==> src/hdl/tlq_div.sv <==
// ----------------------------------------------------------------------------
// tlq_div
// Pipelined restoring divider: one quotient bit per stage, QW stages.
// Gives floor(num / den) when num >> QW is below den.
// ----------------------------------------------------------------------------
module tlq_div #(
  parameter int NW = 63,
  parameter int DW = 33,
  parameter int QW = 31
) (
  input  logic          clk,
  input  logic [NW-1:0] num,
  input  logic [DW-1:0] den,
  output logic [QW-1:0] quo
);

  localparam int XW = ((NW - QW) > DW) ? (NW - QW) : DW;

  logic [DW-1:0] st_rem [0:QW];
  logic [DW-1:0] st_den [0:QW];
  logic [QW-1:0] st_lo  [0:QW];
  logic [QW-1:0] st_q   [0:QW];
  logic [XW-1:0] top_x;

  assign top_x     = XW'(num[NW-1:QW]);
  assign st_rem[0] = top_x[DW-1:0];
  assign st_den[0] = den;
  assign st_lo[0]  = num[QW-1:0];
  assign st_q[0]   = '0;

  for (genvar i = 0; i < QW; i++) begin : g_step
    logic [DW:0] r2;
    logic [DW:0] diff;
    logic        ge;

    assign r2   = {st_rem[i], st_lo[i][QW-1]};
    assign ge   = r2 >= {1'b0, st_den[i]};
    assign diff = r2 - {1'b0, st_den[i]};

    always_ff @(posedge clk) begin
      st_rem[i+1] <= ge ? diff[DW-1:0] : r2[DW-1:0];
      st_den[i+1] <= st_den[i];
      st_lo[i+1]  <= st_lo[i] << 1;
      st_q[i+1]   <= {st_q[i][QW-2:0], ge};
    end
  end

  assign quo = st_q[QW];

endmodule

==> config.mk <==
export PLATFORM = sky130hd
export DESIGN_NAME = tlq_div
export DESIGN_NICKNAME = d
export VERILOG_FILES = /design/src/hdl/tlq_div.sv
export SDC_FILE = /design/constraint.sdc
export NUM_CORES = 2
export LEC_CHECK = 0
export BUFFER_PORTS_ARGS = -buffer_cell sky130_fd_sc_hd__buf_4
export CORE_AREA = 4 4 460 462
export DETAILED_ROUTE_END_ITERATION = 16
export DIE_AREA = 0 0 464 466
export PLACE_DENSITY = 0.77
export SLEW_MARGIN = 10
export SYNTH_ARGS = -nofsm -noshare
export SYNTH_HDL_FRONTEND = slang
export SYNTH_SLANG_ARGS = --single-unit
==> constraint.sdc <==
create_clock -name clk -period 3.95 [get_ports clk]
set_input_delay 0.1975 -clock clk [delete_from_list [all_inputs] [get_ports clk]]
set_output_delay 0.1975 -clock clk [all_outputs]
set_load 0.05 [all_outputs]
==> results.ini <==
[run_status]
status = finished, final reports clean

[logic_synthesis]
synth-compound-area-share_pct = 16.7
synth_seq_area_share_pct = 47.5
synthFlopType = dfxtp_1
synth_top_area_cell = dfxtp_1
synth_cell_types = 100
avgSynthCellArea_um2 = 9.79
synth_cells = 12700
synth-xor-area-share_pct = 6.04
synthAdderAreaFrac_pct = 10.8
synth_fp_nets = 13800
ys_seq_elements = 2941
synth_area_leaders = dfxtp_1, ha_1, a21oi_1
synth_async_sr_flop_share_pct = 0
netlist_area_um2 = 124000
synth_edf_count = 0
synth-simple-area-share_pct = 9.39
synthMuxAreaShare_pct = 4.50
yosysWarnings = 0
synth_top_area_share_pct = 47.5
synth_top_family_by_area = compound AO/OA/AOI/OAI gates

[worst_setup_path]
crit_type = reg2reg
worstSetupStartpointType = register
crit_fanout = 34
arrival_ps = 4610
crit_path_end_kind = register
worst_r2r_endpoint = g_step[15].r2[10]
critPathLaunch = g_step[14].r2[0]
cp.required_ps = 4730
reg2reg_from = g_step[14].r2[0]
regToRegSetupSlack_ps = 130
rr_worst_depth = 15

[sta]
max_freq_ghz = 0.262
final-hold-violation-count = 0
skew_ps = 62.3
tightest_slew_ps = 1000
setup_viol = 0
tns_ps = 0
fin_crit_sh_pct = 96.7
hold-worst-slack_ps = 106
maxSlewHeadroom_pct = 31.4
finalCriticalPeriod_ps = 3820
drv_slew = 0

[detailed_routing]
vias_per_cell = 5.61
drcViolationCount = 0
wl_per_cell_um = 18.4
drt_iter0_drc = 5799
vias = 90300
dr.pass1.iters = 6
wirelength_um = 295000
drtAntennaViolNets = 0

[cells_and_area]
multiInputGateArea_um2 = 59100
final_cells = 16100
post-route-util_pct = 67.8
nNetsFinal = 14200
area_growth_pct = 13.4
drive_gt1_share_pct = 9.84
layout_common_cells = dfxtp_1, inv_1, a21oi_1
register_area_um2 = 58900
fillCellCount = 15900
layout_commonest_cell = dfxtp_1

[power_and_ir_drop]
p_int_w = 0.0855
switching_power_w = 0.0512
ir_drop_mv = 0.619
power_density_nw_per_um2 = 973
power.leakage_nw = 65.0
seqPwrFrac_pct = 32.5
clkPwrFrac_pct = 21.3
pwr-share-comb_pct = 46.3
p_sw_share_pct = 37.4
power_w = 0.137

[clock_network]
clk_path_buf_depth = 4
clk_latency_ps = 940
cts_root_buf = clkbuf_16
clock_sinks = 2941
clk_pin_slew_worst_paths_ps = 60
cts_tree = built
htreeDepth = 5
cts_buffers = 310

[floorplanning]
dieArea_um2 = 216000
io-pin-count = 128
core_area_um2 = 207000
rows = 167
die_w_um = 464
die_h_um = 466
initial_utilization_pct = 59.8

[global_route]
antenna_found_initial = 3
globalRouteTotalUtil_pct = 26.5
grt_max_degree = 63
grt_pass1_wl_um = 469000
grt_pass1_vias = 90400
gr-total-overflow = 0

[placement]
hpwl_um = 223000
place_inst = 15400
gp_congestion = 0.944
portBuffers = 127

[hold_path]
hold_path_class = in2reg
holdPathEnd = g_step[1].r2[12]
hold_depth = 3
hp-start = num[41]

[job]
drv_cap = 0

==> worst max-delay path, cell delays in order, from the launching register on <==
cell       delay [ps]
dfxtp_1           290
inv_1              70
ha_1              160
inv_1              50
fa_1              400
a21o_1            220
a2bb2oi_1         210
a22oi_1           180
a21oi_2           260
o31a_2            220
a21oi_2            90
a211o_1           290
a221o_1           310
a211o_2           350
buf_12            200
mux2_4            320
==> synth_stat cells (122+ instances only) <==
cell type and count:
o21a_1 135, xor2_1 299, inv_1 1279, nor3_1 136, clkbuf_1 203, ha_1 1023, nand3_1 192, o21ai_0 625
o21bai_1 162, nand2_1 697, dfxtp_1 2941, mux2_2 389, a21oi_1 1109, nor2_1 729, xnor2_1 556, nand4_1 164
nand2b_1 122, a21o_1 572
==> kinds of logic (layout without fill, tap and decap cells) <==
| logic type | after synthesis | after routing |
|---|---|---|
| mux | 479 | 479 |
| buf+inv | 1580 | 2225 |
| other cells | 0 | 2 |
| xor+xnor | 855 | 855 |
| compound gates | 3278 | 3278 |
| fa+ha+maj | 1053 | 1053 |
| flops | 2941 | 2941 |
| simple gates | 2466 | 2466 |
==> flip-flops by register name, indices dropped and copies added, names as in the netlist <==
signal,flops
st_lo,435
st_den,990
quo,31
st_q,465
g_step.r2,1020
==> worst max path at each step <==
stage,end,slack (ps),cells past startpoint
final,g_step[15].r2[10],130,15
after global routing,g_step[4].r2[27],-30,15
after CTS,g_step[29].r2[17],20,14
after detailed placement,g_step[6].r2[17],110,15
after global placement,g_step[11].r2[23],220,13
after floorplan,g_step[10].r2[10],450,15
==> final cells by class <==
class,count,share of cell area (%)
clock buffers,390,6.14
repair buffers,416,2.81
diodes,2,0.00356
clock inverters,140,1.17
multi-input cells,8131,42.1
well taps,2788,2.48
flip-flops and latches,2941,41.9
inverters,1279,3.42
==> repair_timing <==
item / CTS / global route
pin swaps: 1 / 4
hold endpoints to repair: 97 / 0
buffers inserted: 0 / 3
hold buffers: 173 / 0
endpoints found under the setup margin: 1 / 135
resized for setup: 0 / 15
==> through the flow <==
stage / cell area [um^2] / setup slack [ps]
floorplan: 124000 / 454
global route: 140000 / -33.0
finish: 140000 / 129
detailed placement: 128000 / 110
global placement: 128000 / 216
CTS: 140000 / 22.5
==> layer usage <==
layer | vias up | global-route usage (%) | wire length (um)
li1 | 44600 | - | -
met5 | - | 0 | 7
met2 | 2472 | 48.7 | 149000
met1 | 42400 | 31.0 | 121000
met4 | 2 | 11.2 | 12900
met3 | 825 | 3.41 | 12400
==> power by group through the flow <==
stage	combinational [W]	clock, W	sequential [W]
6_report	0.0632	0.0290	0.0444
2_1_floorplan	0.0493	0	0.0418
4_1_cts	0.0626	0.0297	0.0445
3_3_place_gp	0.0602	0	0.0450
3_5_place_dp	0.0617	0	0.0450
5_1_grt	0.0701	0.0309	0.0450
No activity file was read; power rests on OpenSTA's default activity.
